[src/rtl/core/wav_header_parser_top_assert.svh]
// assertion macros for the wav header parser
// used by the rtl files that carry concurrent checks; no other dependencies
`ifndef WAV_HEADER_PARSER_TOP_ASSERT_SVH
`define WAV_HEADER_PARSER_TOP_ASSERT_SVH

`ifndef NO_ASSERTIONS

`define WHP_ASSERT(label, clk, rst, prop) \
   label: assert property (@(posedge clk) disable iff (rst) (prop)) \
      else $error("whp assertion failed");

`define WHP_ASSERT_IMP(label, clk, rst, ante, cons) \
   label: assert property (@(posedge clk) disable iff (rst) (ante) |-> (cons)) \
      else $error("whp implication failed");

`define WHP_ASSERT_NXT(label, clk, rst, ante, cons) \
   label: assert property (@(posedge clk) disable iff (rst) (ante) |=> (cons)) \
      else $error("whp next-cycle check failed");

`else

`define WHP_ASSERT(label, clk, rst, prop)
`define WHP_ASSERT_IMP(label, clk, rst, ante, cons)
`define WHP_ASSERT_NXT(label, clk, rst, ante, cons)

`endif

`endif

[src/rtl/core/whp_pkg.sv]
// types and constants shared by the wav header parser
// no dependencies
`default_nettype none

package whp_pkg;

   localparam int RATE_W        = 20;
   localparam int MAX_DOUBLINGS = 7;
   localparam int SHIFT_W       = 32 + MAX_DOUBLINGS;

   localparam logic [31:0]       ID_RIFF      = 32'h46464952;
   localparam logic [31:0]       ID_WAVE      = 32'h45564157;
   localparam logic [31:0]       ID_DATA      = 32'h61746164;
   localparam logic [31:0]       ID_FMT       = 32'h20746d66;
   localparam logic [31:0]       FMT_BODY_LEN = 32'd16;
   localparam logic [RATE_W-1:0] RESET_RATE   = 20'd44100;

   typedef enum logic [3:0] {
      PH_RIFF_ID,
      PH_RIFF_SIZE,
      PH_WAVE_ID,
      PH_FMT_ID,
      PH_FMT_SIZE,
      PH_FMT_BODY,
      PH_FMT_SKIP,
      PH_CK_ID,
      PH_CK_OTHER,
      PH_CK_DATA,
      PH_CK_SKIP
   } phase_type;

   typedef enum logic [2:0] {
      ST_OK,
      ST_NOT_WAVE,
      ST_NO_FMT,
      ST_NO_DATA,
      ST_BAD_RATE
   } status_type;

   typedef struct packed {
      status_type  status;
      logic [31:0] data_length;
      logic [7:0]  skip_factor;
      logic [1:0]  sample_bytes;
      logic [15:0] channel_count;
   } result_type;

endpackage

`default_nettype wire

[src/rtl/core/whp_parser.sv]
// byte-wise riff/wave header parse state and result formation
// depends on whp_pkg
`default_nettype none

module whp_parser
   import whp_pkg::*;
(
   input  wire logic              clock,
   input  wire logic              reset,
   input  wire logic              accept,
   input  wire logic [7:0]        data_byte,
   input  wire logic              start_of_file,
   input  wire logic              end_of_file,
   input  wire logic [RATE_W-1:0] target_rate,
   output logic                   res_valid,
   output result_type             res
);

   phase_type   phase_ff, phase_in;
   logic [3:0]  pos_ff, pos_in;
   logic        finished_ff, finished_in;
   logic [31:0] word_ff, word_in;
   logic [31:0] skip_ff, skip_in;
   logic [15:0] channels_ff, channels_in;
   logic [31:0] rate_ff, rate_in;
   logic [15:0] bits_ff, bits_in;
   logic        rate_ok_ff, rate_ok_in;
   logic [7:0]  rate_skip_ff, rate_skip_in;

   // rate check runs continuously on the stored rate, long before the data size is in
   always_comb begin
      rate_ok_in   = 1'b0;
      rate_skip_in = '0;
      for (int d = 0; d <= MAX_DOUBLINGS; d++) begin
         if ((rate_ff != '0) &&
             ((SHIFT_W'(rate_ff) << d) == SHIFT_W'(target_rate))) begin
            rate_ok_in   = 1'b1;
            rate_skip_in = 8'(1 << d);
         end
      end
   end

   always_comb begin
      phase_type   ph;
      logic [3:0]  pos;
      logic        fin;
      logic [31:0] word_new;
      logic        done;
      logic [31:0] skip_next;
      logic        hit;

      ph        = start_of_file ? PH_RIFF_ID : phase_ff;
      pos       = start_of_file ? 4'd0 : pos_ff;
      fin       = start_of_file ? 1'b0 : finished_ff;
      word_new  = {data_byte, word_ff[31:8]};
      done      = (pos == 4'd3);
      skip_next = (skip_ff != '0) ? skip_ff - 32'd1 : '0;
      hit       = 1'b0;

      phase_in    = phase_ff;
      pos_in      = pos_ff;
      finished_in = finished_ff;
      word_in     = word_ff;
      skip_in     = skip_ff;
      channels_in = channels_ff;
      rate_in     = rate_ff;
      bits_in     = bits_ff;

      res               = '0;
      res.status        = ST_NOT_WAVE;
      res.sample_bytes  = 2'd1;

      if (accept) begin
         phase_in    = ph;
         pos_in      = pos;
         finished_in = fin;
         if (!fin) begin
            case (ph)
               PH_RIFF_ID, PH_RIFF_SIZE, PH_WAVE_ID, PH_FMT_ID, PH_FMT_SIZE,
               PH_CK_ID, PH_CK_OTHER, PH_CK_DATA: begin
                  word_in = word_new;
                  pos_in  = done ? 4'd0 : pos + 4'd1;
                  if (done) begin
                     case (ph)
                        PH_RIFF_ID: begin
                           if (word_new != ID_RIFF) begin
                              hit        = 1'b1;
                              res.status = ST_NOT_WAVE;
                           end else begin
                              phase_in = PH_RIFF_SIZE;
                           end
                        end
                        PH_RIFF_SIZE: phase_in = PH_WAVE_ID;
                        PH_WAVE_ID: begin
                           if (word_new != ID_WAVE) begin
                              hit        = 1'b1;
                              res.status = ST_NOT_WAVE;
                           end else begin
                              phase_in = PH_FMT_ID;
                           end
                        end
                        PH_FMT_ID: begin
                           if (word_new != ID_FMT) begin
                              hit        = 1'b1;
                              res.status = ST_NO_FMT;
                           end else begin
                              phase_in = PH_FMT_SIZE;
                           end
                        end
                        PH_FMT_SIZE: begin
                           skip_in  = (word_new > FMT_BODY_LEN) ? word_new - FMT_BODY_LEN : '0;
                           phase_in = PH_FMT_BODY;
                        end
                        PH_CK_ID: phase_in = (word_new == ID_DATA) ? PH_CK_DATA : PH_CK_OTHER;
                        PH_CK_OTHER: begin
                           skip_in  = word_new;
                           phase_in = (word_new != '0) ? PH_CK_SKIP : PH_CK_ID;
                        end
                        PH_CK_DATA: begin
                           hit = 1'b1;
                           if (rate_ok_ff) begin
                              res.status        = ST_OK;
                              res.data_length   = word_new;
                              res.skip_factor   = rate_skip_ff;
                              res.sample_bytes  = (bits_ff == 16'd16) ? 2'd2 : 2'd1;
                              res.channel_count = channels_ff;
                           end else begin
                              res.status = ST_BAD_RATE;
                           end
                        end
                        default: ;
                     endcase
                  end
               end
               PH_FMT_BODY: begin
                  case (pos)
                     4'd2:  channels_in[7:0]  = data_byte;
                     4'd3:  channels_in[15:8] = data_byte;
                     4'd4:  rate_in[7:0]      = data_byte;
                     4'd5:  rate_in[15:8]     = data_byte;
                     4'd6:  rate_in[23:16]    = data_byte;
                     4'd7:  rate_in[31:24]    = data_byte;
                     4'd14: bits_in[7:0]      = data_byte;
                     4'd15: bits_in[15:8]     = data_byte;
                     default: ;
                  endcase
                  pos_in = pos + 4'd1;
                  if (pos == 4'd15) begin
                     phase_in = (skip_ff != '0) ? PH_FMT_SKIP : PH_CK_ID;
                  end
               end
               PH_FMT_SKIP, PH_CK_SKIP: begin
                  skip_in = skip_next;
                  if (skip_next == '0) begin
                     phase_in = PH_CK_ID;
                  end
               end
               default: ;
            endcase

            // end of file without a completed result reports what is missing
            if (!hit && end_of_file) begin
               hit = 1'b1;
               if (phase_in <= PH_WAVE_ID) begin
                  res.status = ST_NOT_WAVE;
               end else if (phase_in <= PH_FMT_SIZE) begin
                  res.status = ST_NO_FMT;
               end else begin
                  res.status = ST_NO_DATA;
               end
            end
            if (hit) begin
               finished_in = 1'b1;
            end
         end
      end
      res_valid = hit;
   end

   always_ff @(posedge clock) begin
      if (reset) begin
         phase_ff    <= PH_RIFF_ID;
         pos_ff      <= '0;
         finished_ff <= 1'b0;
      end else begin
         phase_ff    <= phase_in;
         pos_ff      <= pos_in;
         finished_ff <= finished_in;
      end
   end

   always_ff @(posedge clock) begin
      word_ff      <= word_in;
      skip_ff      <= skip_in;
      channels_ff  <= channels_in;
      rate_ff      <= rate_in;
      bits_ff      <= bits_in;
      rate_ok_ff   <= rate_ok_in;
      rate_skip_ff <= rate_skip_in;
   end

endmodule

`default_nettype wire

[src/rtl/core/wav_header_parser_top.sv]
// wav header parser top level: target rate register, parser and output skid stage
// depends on whp_pkg, whp_parser and wav_header_parser_top_assert.svh
`default_nettype none
`include "wav_header_parser_top_assert.svh"

// Accepts one file byte per cycle while req_tready is high and emits a single result per
// file into the output register (or the skid register if the output is stalled) after the
// byte that completes it (last byte of the data chunk size, bad identifier, or end of file).
// Each byte is a single state update, so the sustained rate is one transaction per clock
// while req_tready is high; it drops only while the skid register holds an untaken result.
// The sample-rate check compares each power-of-two multiple of the stored rate against
// the target in parallel and is registered while the remaining header bytes stream by.
// csr_wdata sets the target rate and should only be written between files.
module wav_header_parser_top
   import whp_pkg::*;
(
   input  wire logic              clock,
   input  wire logic              reset,
   input  wire logic              csr_we,
   input  wire logic [RATE_W-1:0] csr_wdata,
   input  wire logic              req_tvalid,
   output logic                   req_tready,
   input  wire logic [7:0]        req_tdata,   // data_byte
   input  wire logic              req_tuser,   // start_of_file
   input  wire logic              req_tlast,   // end_of_file
   output logic                   rsp_tvalid,
   input  wire logic              rsp_tready,
   // data_length[31:0], skip_factor[39:32], sample_bytes[41:40],
   // channel_count[57:42], zero fill[63:58]
   output logic [63:0]            rsp_tdata,
   output logic [2:0]             rsp_tuser    // status
);

   logic [RATE_W-1:0] target_ff, target_in;
   logic              accept;
   logic              res_valid;
   result_type        res;
   result_type        out_ff, out_in;
   logic              out_valid_ff, out_valid_in;
   result_type        skid_ff, skid_in;
   logic              skid_valid_ff, skid_valid_in;
   logic              out_stalled;

   assign target_in   = csr_we ? csr_wdata : target_ff;
   assign req_tready  = !skid_valid_ff;
   assign accept      = req_tvalid && req_tready;
   assign out_stalled = out_valid_ff && !rsp_tready;

   // the rate check sees a new target in the cycle it is written
   whp_parser u_parser (
      .clock         (clock),
      .reset         (reset),
      .accept        (accept),
      .data_byte     (req_tdata),
      .start_of_file (req_tuser),
      .end_of_file   (req_tlast),
      .target_rate   (target_in),
      .res_valid     (res_valid),
      .res           (res)
   );

   always_comb begin
      out_in        = out_ff;
      out_valid_in  = out_valid_ff;
      skid_in       = skid_ff;
      skid_valid_in = skid_valid_ff;
      if (!out_stalled) begin
         if (skid_valid_ff) begin
            out_in        = skid_ff;
            out_valid_in  = 1'b1;
            skid_valid_in = 1'b0;
         end else begin
            out_in       = res;
            out_valid_in = res_valid;
         end
      end else if (res_valid) begin
         // output stalled: park the new result behind it
         skid_in       = res;
         skid_valid_in = 1'b1;
      end
   end

   always_ff @(posedge clock) begin
      if (reset) begin
         target_ff     <= RESET_RATE;
         out_valid_ff  <= 1'b0;
         skid_valid_ff <= 1'b0;
      end else begin
         target_ff     <= target_in;
         out_valid_ff  <= out_valid_in;
         skid_valid_ff <= skid_valid_in;
      end
   end

   always_ff @(posedge clock) begin
      out_ff  <= out_in;
      skid_ff <= skid_in;
   end

   assign rsp_tvalid = out_valid_ff;
   assign rsp_tuser  = out_ff.status;
   assign rsp_tdata  = {6'd0, out_ff.channel_count, out_ff.sample_bytes,
                        out_ff.skip_factor, out_ff.data_length};

   `WHP_ASSERT(a_skid_behind_out, clock, reset, !skid_valid_ff || out_valid_ff)
   `WHP_ASSERT_NXT(a_stall_fills_skid, clock, reset, res_valid && out_stalled, skid_valid_ff)
   `WHP_ASSERT_NXT(a_skid_drains, clock, reset, skid_valid_ff && rsp_tready, !skid_valid_ff)

endmodule

`default_nettype wire
[config.mk]
export PLATFORM = sky130hd
export DESIGN_NAME = wav_header_parser_top
export DESIGN_NICKNAME = d
export VERILOG_FILES = /design/src/rtl/core/whp_pkg.sv /design/src/rtl/core/whp_parser.sv /design/src/rtl/core/wav_header_parser_top.sv
export VERILOG_INCLUDE_DIRS = /design/src /design/src/rtl/core
export SDC_FILE = /design/constraint.sdc
export NUM_CORES = 1
export LEC_CHECK = 0
export BUFFER_PORTS_ARGS = -buffer_cell sky130_fd_sc_hd__buf_2
export CELL_PAD_IN_SITES_DETAIL_PLACEMENT = 1
export CELL_PAD_IN_SITES_GLOBAL_PLACEMENT = 2
export CORE_MARGIN = 5
export CORE_UTILIZATION = 38
export DETAILED_ROUTE_END_ITERATION = 10
export GPL_TIMING_DRIVEN = 0
export PLACE_DENSITY = 0.8
export SYNTH_ARGS = -nofsm -noshare
export SYNTH_HDL_FRONTEND = slang
export SYNTH_SLANG_ARGS = --single-unit
[constraint.sdc]
create_clock -name clock -period 4.7 [get_ports clock]
set_input_delay 0 -clock clock [delete_from_list [all_inputs] [get_ports clock]]
set_output_delay 0 -clock clock [all_outputs]
set_load 0.005 [all_outputs]
After elaboration in Yosys (flattened, before gate mapping)

Index checks and enable logic that the tools add are counted.

Flip-flop bits (word level): 290
Input port bits: 35
Output and inout bits: 69
Word-level logic and storage cells: 179

Add/subtract/negate cells: 3
Magnitude comparators: 3
Equality and inequality tests: 33
Multiplexer cells: 64
Bitwise operators: 2
Reduce and logical (&&, ||, !) cells: 40

Operators by type and width:

| kind                  | number |
|---|---|
| $mux 61               | 5 |
| $pmux 32 s2           | 2 |
| $mux 58               | 2 |
| $mux 32               | 3 |
| $reduce_bool 32->1    | 3 |
| $ne 32x31->1 const B  | 2 |
| $mux 4                | 14 |
| $mux 8                | 5 |
| $eq 39x20->1          | 1 |
| $eq 38x20->1          | 1 |
| $eq 37x20->1          | 1 |
| $eq 36x20->1          | 1 |
| $eq 35x20->1          | 1 |
| $eq 34x20->1          | 1 |
| $eq 33x20->1          | 1 |
| $eq 32x20->1          | 1 |
| $eq 32x31->1 const B  | 1 |
| $eq 4x3->1 const B    | 8 |
| $gt 32x5->1 const B   | 1 |
| $logic_not 32->1      | 1 |
| $ne 32x30->1 const B  | 1 |
| $reduce_and 4->1      | 8 |
| $sub 32x1->32 const B | 1 |
| $sub 32x5->32 const B | 1 |
| 33 further kinds      | 79 |

Longest topological paths before layout

Gate-level depths: netlist (run 1).

Word-level depth: 15
Mapped depth: 12
Mapped depth without buffers: 12

Hierarchy

From an unflattened synthesis (run 1), not the netlist that was laid out.

Cell total of the unflattened synthesis: 1173
Area, all modules: 14316.2 sq um

By module, submodules not included:

| module                | instances | cells an instance | area an instance (sq um) |
|---|---|---|---|
| whp_parser            | 1         | 902               | 8989.9 |
| wav_header_parser_top | 1         | 271               | 5326.4 |

Worst setup path before layout (run 1)

No wires, ideal clock.

Path type: flip-flop to flip-flop
Start point: register out_valid_ff, in the netlist rsp_tvalid
End point: register skid_ff[0] (netlist bit) (enable)
Arrival: 4.495 ns
Data required time: 4.220 ns
Slack: -0.275 ns
Stages on the path, launching flop included: 3
Clock period less this slack: 4.975 ns
Cell sequence: dfxtp_1 > nand2b_1 > nor2_1

Cells in the longest elaborated chain, start to end: 2

Ends and longest elaborated chain:

| element                           | line                        | RTL |
|---|---|---|
| start: declaration                | wav_header_parser_top.sv:39 | `logic out_valid_ff, out_valid_in;` |
| start signal: assignment          | wav_header_parser_top.sv:90 | `out_valid_ff <= out_valid_in;` |
| $logic_and 1x1->1                 | wav_header_parser_top.sv:47 | `assign out_stalled = out_valid_ff && !rsp_tready;` |
| $reduce_and 2->1 (no source line) | --                          |  |
| end signal: assignment            | wav_header_parser_top.sv:97 | `skid_ff <= skid_in;` |
| end: declaration                  | wav_header_parser_top.sv:40 | `result_type skid_ff, skid_in;` |

Every way passes these cells.
A chain may end at the register's enable or synchronous reset.

Final worst setup path (run 1)

Start point: register u_parser.skip_ff[0]
End point: register out_ff, in the netlist rsp_tuser[1] (data pin)

Cells in the longest elaborated chain, start to end: 13

Ends and longest elaborated chain:

| element                                             | line                                | RTL |
|---|---|---|
| start: declaration                                  | whp_parser.sv:23                    | `logic [31:0] skip_ff, skip_in;` |
| start signal: assignment                            | whp_parser.sv:194                   | `skip_ff <= skip_in;` |
| $sub 32x1->32 or $reduce_bool 32->1 (tied branches) | whp_parser.sv:57, whp_parser.sv:149 |  |
| $mux 32                                             | whp_parser.sv:57                    | `skip_next = (skip_ff != '0) ? skip_ff - 32'd1 : '0;` |
| $logic_not 32->1                                    | whp_parser.sv:154                   | `if (skip_next == '0) begin` |
| $mux 4                                              | whp_parser.sv:154                   |  |
| $pmux 4 s3 *                                        | whp_parser.sv:78                    | `case (ph)` |
| $mux 4 *                                            | whp_parser.sv:77                    | `if (!fin) begin` |
| $mux 4 *                                            | whp_parser.sv:73                    | `if (accept) begin` |
| $le 4x2->1 *                                        | whp_parser.sv:164                   | `if (phase_in <= PH_WAVE_ID) begin` |
| $mux 3 *                                            | whp_parser.sv:164                   |  |
| $mux 3 *                                            | whp_parser.sv:162                   | `if (!hit && end_of_file) begin` |
| $mux 61 *                                           | whp_parser.sv:77                    |  |
| $mux 61 *                                           | whp_parser.sv:73                    |  |
| $mux 61 *                                           | wav_header_parser_top.sv:68         | `if (skid_valid_ff) begin` |
| end signal: assignment                              | wav_header_parser_top.sv:96         | `out_ff <= out_in;` |
| end: declaration                                    | wav_header_parser_top.sv:38         | `result_type out_ff, out_in;` |

Mark *: on every way between the ends. The rest lies on a longest branch, timed or not. The select of a mux whose other input is x is not followed.

==> reports/results.ini, run 1 <==
[outcome]
status = finished, violations left
violations = negative hold slack

[timing]
setup_ws_ps = 452
tightest_slew_ps = 1320
fin_skew_ps = 13.3
timing.final.crit_share = 0.904
holdWs_ps = -27.6
max_slew_margin = 0.0963
fin_crit_ps = 4250
setup-tns-final_ps = 0
hold_viol_final = 1
rsz0062_at_grt = false
drv_slew = 0
max_freq_mhz = 235
final-setup-viol-count = 0

[worst_setup_path]
crit_required_ps = 4930
startpoint = u_parser.skip_ff[0]
path_max_fanout = 5
worst-setup-path-type = reg2reg
reg2reg_depth = 9
rr_startpoint = u_parser.skip_ff[0]
crit_path_start_kind = flip-flop
reg2reg_to = rsp_tuser[1]
worstPathArrival_ps = 4480
cpPeakStageDelay_ps = 600
setup.reg_to_reg.worst_slack_ps = 450
critPathTopFamily = simple AND/OR/NAND/NOR gates
critical_path.cell_chain = inv_1, ha_1, nor4b_1, nand2_1, nor3_1, nand4_1, and4_1, a211oi_1, a31oi_1
slowest_stage = nor4b_1
path_buf_inv = 1
cp-end-kind = flip-flop

[global_route]
grt_first_pass_wirelength_mm = 62.8
grt_util_all_layers = 0.193
grt_max_degree = 65
grt_overflow = 0
antenna_found_initial = 0
grt_pass1_vias = 10365

[cells_and_area]
final_util = 0.450
final_nets = 1377
area_growth_pct = 17.5
n_antenna_cell = 0
drive_above_1_share = 0.139

[synthesis]
synth_area_leaders = edfxtp_1 (52%), xnor2_1 (8.1%), dfxtp_1 (5.7%)
synth_top_area_share = 0.519
netlist_area_um2 = 14000
yosysWarnings = 0
synth_cell_type_count = 73
syn_inst = 1168
async_flop_share = 0
yosysMostFrequentCell = edfxtp_1
synth.ff_latch_count = 282
synth_edf_count = 242
synth_commonest_cells = edfxtp_1 (242), xnor2_1 (129), nor2_1 (74)
synth_top_area_cell = edfxtp_1
ys_seq_area_frac = 0.576
yosys_most_used_dff = edfxtp_1
synth_area_per_cell_um2 = 12.0

[floorplan]
core_um2 = 36500
io_pins = 104
num_rows = 70
fp.dieH_um = 202
die_area_um2 = 40800
start_util = 0.383
die_width_um = 202

[route]
ant_nets = 0
vias = 10048
drt_first_pass_iters = 5
post_drt_wl_per_cell_um = 22.2
drt-initial-drc-count = 689
drc = 0
drt-vias-per-instance = 5.51
finalWirelength_mm = 40.5

[pwr]
p_leak_uw = 0.00635
vdd_drop_max_uv = 334
p_per_area_nw_per_um2 = 334

[clocking]
cts_root_buf = clkbuf_16
clk_pin_slew_ps = 60
clk_latency_ps = 570
numCtsBuffers = 30
cts.sinks = 282
postCtsSetupRepairBufs = 0
cts_buffer_depth = 3
htree_levels = 1
cts_tree = built

[placement]
post-place-ws_ps = 655
dp_hpwl_mm = 28.7
routabilityCongestion = 0.889
numPortBuffers = 97

[hold_path]
hold_path_depth = 3
holdCritPathClass = in2reg
whs_endpoint = target_ff[9]
holdCritStartpoint = csr_wdata[9]

[flow_run]
maxCapViolCount = 0

## cell families after synthesis
family	Yosys count	synth area share
other cells	1	0.000268
simple gates	397	0.164
mux	23	0.0197
buf+inv	96	0.0286
xor+xnor	187	0.117
fa+ha+maj	8	0.00715
compound gates	174	0.0872
flops	282	0.576
## area by class of cell
class                           count  area, um2
Clock buffer                       38        833
Timing Repair Buffer              129        838
Fill cell                        3869      20100
Tap cell                          468        586
Multi-Input combinational cell    795       5600
Buffer                             72        310
Clock inverter                     16        123
Sequential cell                   282       8070
Inverter                           24       90.1
## worst reg2reg max path: stages, from the launching register on
cell and delay [ps]:
edfxtp_1 450, inv_1 150, ha_1 270, nor4b_1 600, nand2_1 300, nor3_1 520, nand4_1 390, and4_1 390
a211oi_1 550, a31oi_1 310
## stage by stage
stage	cells	power, uW	cell area (um2)	hold WS, ps
2_1_floorplan	1173	3080	14000	98.9
3_3_place_gp	1738	3240	15100	227
3_5_place_dp	1741	3250	15200	241
4_1_cts	1823	5540	16400	14.7
5_1_grt	1824	5690	16500	1.31
6_report	1824	5490	16500	-27.6
## report_power, final
group | switching (uW) | internal (uW) | total (uW)
Clock | 997 | 1270 | 2260
Combinational | 264 | 166 | 430
Sequential | 38.4 | 2760 | 2800
Total | 1300 | 4190 | 5490
## flip-flops by register name, indices dropped and copies added (netlist names)
signal	flops
u_parser.word_ff	24
u_parser.rate_skip_ff	8
rsp_tvalid	1
u_parser.rate_ff	32
u_parser.finished_ff	1
u_parser.channels_ff	16
skid_ff	61
u_parser.rate_ok_ff	1
rsp_tdata	58
skid_valid_ff	1
rsp_tuser	3
u_parser.skip_ff	32
u_parser.pos_ff	4
u_parser.phase_ff	4
u_parser.bits_ff	16
target_ff	20
## layer usage
metal  track usage  wire length [um]  vias to the layer above
li1              -                 -                     4689
met1         0.289             19500                     5045
met2         0.303             18100                      273
met3        0.0262              2250                       41
met4        0.0344               616                        0
met5             0                 0                        -
## repair_timing
item / in CTS / in global routing
gates resized for setup: 0 / 0
endpoints found under the hold margin: 93 / 1
hold buffers: 28 / 1
setup endpoints to repair: 0 / 0
## how the worst max path moves through the flow
stage               slack, ps  depth (start not counted)            to
floorplan                  70                         10    skid_ff[0]
global placement        -1520                          6   skid_ff[43]
detailed placement        650                          9  rsp_tuser[1]
CTS                       640                          9  rsp_tuser[1]
global route              430                          9  rsp_tuser[1]
finish                    450                          9  rsp_tuser[1]
## layout by cell type (no fill, tap or decap), types with 32 or more instances in the layout
| cell | n |
|---|---|
| and3_1 | 51 |
| xnor2_1 | 129 |
| dfxtp_1 | 40 |
| a21o_1 | 62 |
| nor3_1 | 42 |
| nand2_1 | 40 |
| clkbuf_1 | 55 |
| nor4_1 | 59 |
| o22ai_1 | 33 |
| nor2_1 | 72 |
| buf_2 | 99 |
| edfxtp_1 | 242 |
| clkbuf_16 | 32 |
| xor2_1 | 58 |
(Power assumes the default switching activity.)
==> inputs of run 2 (changes only) <==
Settings changed: CELL_PAD_IN_SITES_DETAIL_PLACEMENT 1 to unset, CELL_PAD_IN_SITES_GLOBAL_PLACEMENT 2 to unset, CORE_UTILIZATION 38 to 50, GPL_TIMING_DRIVEN 0 to unset, PLACE_DENSITY 0.8 to 0.71.
==> run 2 against run 1 <==
Net effect: the flow now finishes without violations; core utilization up 13 points; cell area down 1.4%; wire length down 12%; largest power group unchanged; non-clock buffer count down 43; global-route usage up 3.3 points.
==> reports/results.ini, run 2 (synthesis gave the netlist of run 1 again) <==
[flow_run]
maxCapViolCount = 0

[clocking]
numCtsBuffers = 30
clk_pin_slew_ps = 60
cts_tree = built
cts_root_buf = clkbuf_16
htree_levels = 1
clk_latency_ps = 550
cts_buffer_depth = 3
cts.sinks = 282

[route]
finalWirelength_mm = 35.7
ant_nets = 0
drt-vias-per-instance = 5.95
drt-initial-drc-count = 1203
drt_first_pass_iters = 5
post_drt_wl_per_cell_um = 21.1
drc = 0
vias = 10080

[worst_setup_path]
rr_startpoint = u_parser.skip_ff[0]
worst-setup-path-type = reg2reg
slowest_stage = nor4b_1
cpPeakStageDelay_ps = 560
setup.reg_to_reg.worst_slack_ps = 1090
path_buf_inv = 1
reg2reg_to = u_parser.phase_ff[3]
cp-end-kind = flip-flop
critical_path.cell_chain = inv_1, ha_1, nor4b_1, nand4b_1, nor4_1, xnor2_1, nand4_1, or4_1, a211oi_1, nor3_1
path_max_fanout = 5
reg2reg_depth = 10
crit_path_start_kind = flip-flop
critPathTopFamily = simple AND/OR/NAND/NOR gates
worstPathArrival_ps = 4010
crit_required_ps = 5100

[timing]
max_slew_margin = 0.246
setup-tns-final_ps = 0
final-setup-viol-count = 0
tightest_slew_ps = 1130
drv_slew = 0
max_freq_mhz = 277
fin_skew_ps = 13.9
timing.final.crit_share = 0.769
rsz0062_at_grt = false
hold_viol_final = 0
fin_crit_ps = 3610

[cells_and_area]
final_util = 0.585
fin_area_um2 = 16200
drive_above_1_share = 0.148
area_growth_pct = 15.8
fill_cells = 2231
final_common_cell = edfxtp_1
regMostFlops = skid_ff
final_nets = 1334
largest_register_ffs = 61
final_cell_mix = edfxtp_1 (242), xnor2_1 (129), buf_2 (97)
n_antenna_cell = 0

[placement]
dp_hpwl_mm = 24.0
dpl_cell_area_um2 = 14900
numPortBuffers = 97
routabilityCongestion = 0.979

[hold_path]
hold_path_depth = 3
holdCritStartpoint = csr_wdata[4]
holdCritPathClass = in2reg
whs_endpoint = target_ff[4]

[global_route]
grt_util_all_layers = 0.226
grt_overflow = 0
antenna_found_initial = 0
grt_first_pass_wirelength_mm = 56.2
grt_max_degree = 65
grt_pass1_vias = 9911

[pwr]
vdd_drop_max_uv = 282
p_per_area_nw_per_um2 = 335
p_leak_uw = 0.00637

[floorplan]
start_util = 0.505
die_area_um2 = 31500
io_pins = 104
num_rows = 61
die_width_um = 177
core_um2 = 27700
fp.dieH_um = 177

[outcome]
status = completed

-- run 2: cell count changes in the layout (fill, tap and decap cells not counted), sizes merged --
cell,previous run,this run
dlygate4sd3,29,42
bufinv,0,1
clkbuf,88,35
inv,28,26
clkinv,12,15
clkinvlp,0,3
buf,122,116
-- run 2: final cells by class --
class	count	area, um2	area share
inverters	24	90.1	0.00556
multi-input cells	795	5600	0.345
clock inverters	21	145	0.00895
well taps	378	473	0.0292
clock buffers	35	791	0.0488
flip-flops and latches	282	8070	0.498
repair buffers	158	1050	0.0647
-- run 2: worst max-delay path by stage --
stage | from | end | cells after the start
3_3_place_gp | u_parser.skip_ff[0] | u_parser.phase_ff[3] | 10
5_1_grt | u_parser.skip_ff[0] | u_parser.phase_ff[3] | 10
2_1_floorplan | u_parser.word_ff[12] | skid_ff[0] | 10
3_5_place_dp | u_parser.skip_ff[0] | u_parser.phase_ff[3] | 10
6_report | u_parser.skip_ff[0] | u_parser.phase_ff[3] | 10
4_1_cts | u_parser.skip_ff[0] | u_parser.phase_ff[3] | 10
-- run 2: repair_timing --
item	CTS	global route
setup endpoints to repair	0	0
hold buffers	42	0
buffers inserted	0	0
gates resized for setup	0	0
endpoints found under the hold margin	98	0
-- run 2: power breakdown --
part | total, uW | leakage (uW) | switching (uW) | internal (uW)
Combinational | 406 | 0.00307 | 236 | 169
Sequential | 2810 | 0.00284 | 49.0 | 2760
Clock | 2220 | 0.000455 | 960 | 1260
Total | 5430 | 0.00637 | 1250 | 4190
-- run 2: layer usage --
metal	vias up	share of wire	global-route usage
met2	495	0.44	0.340
li1	4607	-	-
met1	4915	0.44	0.338
met5	-	0	0
met3	63	0.10	0.0458
met4	0	0.021	0.0538
-- run 2: stage by stage --
stage	worst slack, ps	hold slack (ps)	total power (uW)	cells
6_report	1090	33.5	5430	1693
5_1_grt	911	55.0	5630	1693
4_1_cts	1140	15.7	5460	1693
3_5_place_dp	1240	316	3230	1595
3_3_place_gp	1370	319	3220	1595
2_1_floorplan	72.9	98.9	3080	1173
-- run 2: worst reg2reg max path, cell delays in order, from the launching register on --
cell      delay (ps)
edfxtp_1         450
inv_1            140
ha_1             250
nor4b_1          560
nand4b_1         370
nor4_1           420
xnor2_1          200
nand4_1          180
or4_1            560
a211oi_1         250
nor3_1            80
==> inputs of run 3 (changes only) <==
Clock period 4.7 ns to 3.1 ns, I/O delays scaled along.
==> run 3 against run 2 <==
Net effect: the flow now finishes with violations (negative setup slack); sequential power grew 51%; worst hold slack gained 21 ps; sequential share of layout area shrank 3.3 points; combinational power grew 75%; global-route usage grew 1.0 points; via count grew 5.0%; sequential cell count is the same; critical path depth grew 1; register-to-register slack lost 1100 ps; wire length grew 5.7%; critical endpoint unchanged; highest routed layer unchanged.
==> reports/results.ini, run 3 (synthesis gave the netlist of run 1 again) <==
[floorplan]
num_rows = 61
die_width_um = 177
fp.dieH_um = 177
die_area_um2 = 31500
core_um2 = 27700
start_util = 0.505
io_pins = 104

[worst_setup_path]
path_max_fanout = 5
worstPathArrival_ps = 3530
cpPeakStageDelay_ps = 560
critPathTopFamily = simple AND/OR/NAND/NOR gates
setup.reg_to_reg.worst_slack_ps = -8
rr_startpoint = u_parser.skip_ff[1]
reg2reg_depth = 11
critical_path.cell_chain = buf_6, or4_4, or3b_4, buf_6, nor4_4, buf_4, buf_4, a21boi_2, or4_4, a211oi_4, nor3_2
path_buf_inv = 4
crit_path_start_kind = flip-flop
cp-end-kind = flip-flop
slowest_stage = or4_4
worst-setup-path-type = reg2reg
crit_required_ps = 3520
reg2reg_to = u_parser.phase_ff[3]

[hold_path]
holdCritStartpoint = csr_we
whs_endpoint = target_ff[3]
hold_path_depth = 4
holdCritPathClass = in2reg

[global_route]
antenna_found_initial = 0
grt_overflow = 0
grt_max_degree = 64
grt_first_pass_wirelength_mm = 58.5
grt_util_all_layers = 0.236
grt_pass1_vias = 10101

[timing]
hold_viol_final = 0
drv_slew = 0
fin_skew_ps = 14.1
fin_crit_ps = 3110
tightest_slew_ps = 735
setup-tns-final_ps = -19.6
holdWs_ps = 54.2
max_freq_mhz = 322
final-setup-viol-count = 3
setup_ws_ps = -7.81
rsz0062_at_grt = true
max_slew_margin = 0.506
timing.final.crit_share = 1.00

[placement]
dp_cells = 1705
numPortBuffers = 97
dp_hpwl_mm = 25.9
routabilityCongestion = 0.972
post-place-ws_ps = -28.0

[pwr]
p_leak_uw = 0.00701
vdd_drop_max_uv = 419
p_per_area_nw_per_um2 = 481

[cells_and_area]
final_common_cell = edfxtp_1
final_nets = 1453
regMostFlops = skid_ff
fill_cells = 2133
final_cells = 1811
final_cell_mix = edfxtp_1 (242), buf_4 (133), xnor2_1 (128)
drive_above_1_share = 0.240
largest_register_ffs = 61
area_growth_pct = 24.0
n_antenna_cell = 0

[route]
drt-vias-per-instance = 5.84
drt-initial-drc-count = 1449
ant_nets = 0
post_drt_wl_per_cell_um = 20.9
finalWirelength_mm = 37.8
vias = 10580
drc = 0
drt_first_pass_iters = 5

[clocking]
cts_buffer_depth = 3
cts.sinks = 282
cts_tree = built
htree_levels = 1
clk_pin_slew_ps = 70
numCtsBuffers = 29
cts_root_buf = clkbuf_16
clk_latency_ps = 550

[outcome]
status = finished, violations left
violations = negative setup slack

[flow_run]
maxCapViolCount = 0

==> run 3: cell types whose count changed in the layout (fill, tap and decap cells not counted), moves of 3 or more <==
cell / previous run / this run
buf_4: 19 / 133
clkbuf_8: 0 / 3
or4_1: 6 / 3
nor4bb_2: 0 / 3
clkinv_1: 6 / 3
nor4bb_1: 3 / 0
nor4_1: 59 / 56
clkbuf_1: 4 / 1
buf_12: 0 / 5
or4_4: 1 / 4
==> run 3: through the flow <==
step / cell area (um2) / util / total power (uW)
6_report: 17400 / 0.627 / 8360
5_1_grt: 17400 / 0.627 / 8630
4_1_cts: 17100 / 0.619 / 8390
3_5_place_dp: 15700 / 0.568 / 4950
3_3_place_gp: 15700 / 0.568 / 4950
2_1_floorplan: 14000 / - / 4670
==> run 3: worst min-delay path: cells and delay by family <==
| kind | cells | cell delay (ps) |
|---|---|---|
| muxes | 1 | 120 |
| and+or+nand+nor | 1 | 80 |
| buffers and inverters | 2 | 360 |
==> run 3: final cells by class <==
type                            instances  area [um2]  area share
Clock buffer                           33         771      0.0444
Clock inverter                         21         175      0.0101
Inverter                               24        90.1     0.00519
Multi-Input combinational cell        795        5780       0.332
Sequential cell                       282        8070       0.465
Tap cell                              378         473      0.0272
Timing Repair Buffer                  278        2020       0.116
==> run 3: layer usage <==
layer,track usage,routed length [um],share of wire
met1,0.361,16600,0.44
met2,0.359,16600,0.44
met3,0.0373,3860,0.10
met4,0.0477,703,0.019
met5,0,0,0
==> run 3: worst max-delay path by stage <==
stage	slack, ps	cells after the start	to	from
3_5_place_dp	-30	8	u_parser.phase_ff[3]	u_parser.skip_ff[2]
5_1_grt	-150	11	rsp_tuser[0]	u_parser.skip_ff[1]
4_1_cts	0.01	10	rsp_tuser[0]	u_parser.skip_ff[2]
3_3_place_gp	-0.4	10	u_parser.phase_ff[3]	u_parser.skip_ff[0]
6_report	-8	11	u_parser.phase_ff[3]	u_parser.skip_ff[1]
2_1_floorplan	60	9	u_parser.phase_ff[3]	u_parser.skip_ff[2]
==> run 3: what timing repair did <==
action	CTS	global route
hold endpoints to repair	75	0
pin swaps	2	21
resized for setup	5	29
hold buffers	41	0
buffers inserted	1	10
endpoints found under the setup margin	5	9
==> run 3: power breakdown <==
| group | total, uW | switching (uW) | internal [uW] | leakage [uW] |
|---|---|---|---|---|
| clock network | 3420 | 1460 | 1960 | 0.000470 |
| logic | 711 | 399 | 312 | 0.00370 |
| registers | 4230 | 55.5 | 4180 | 0.00284 |
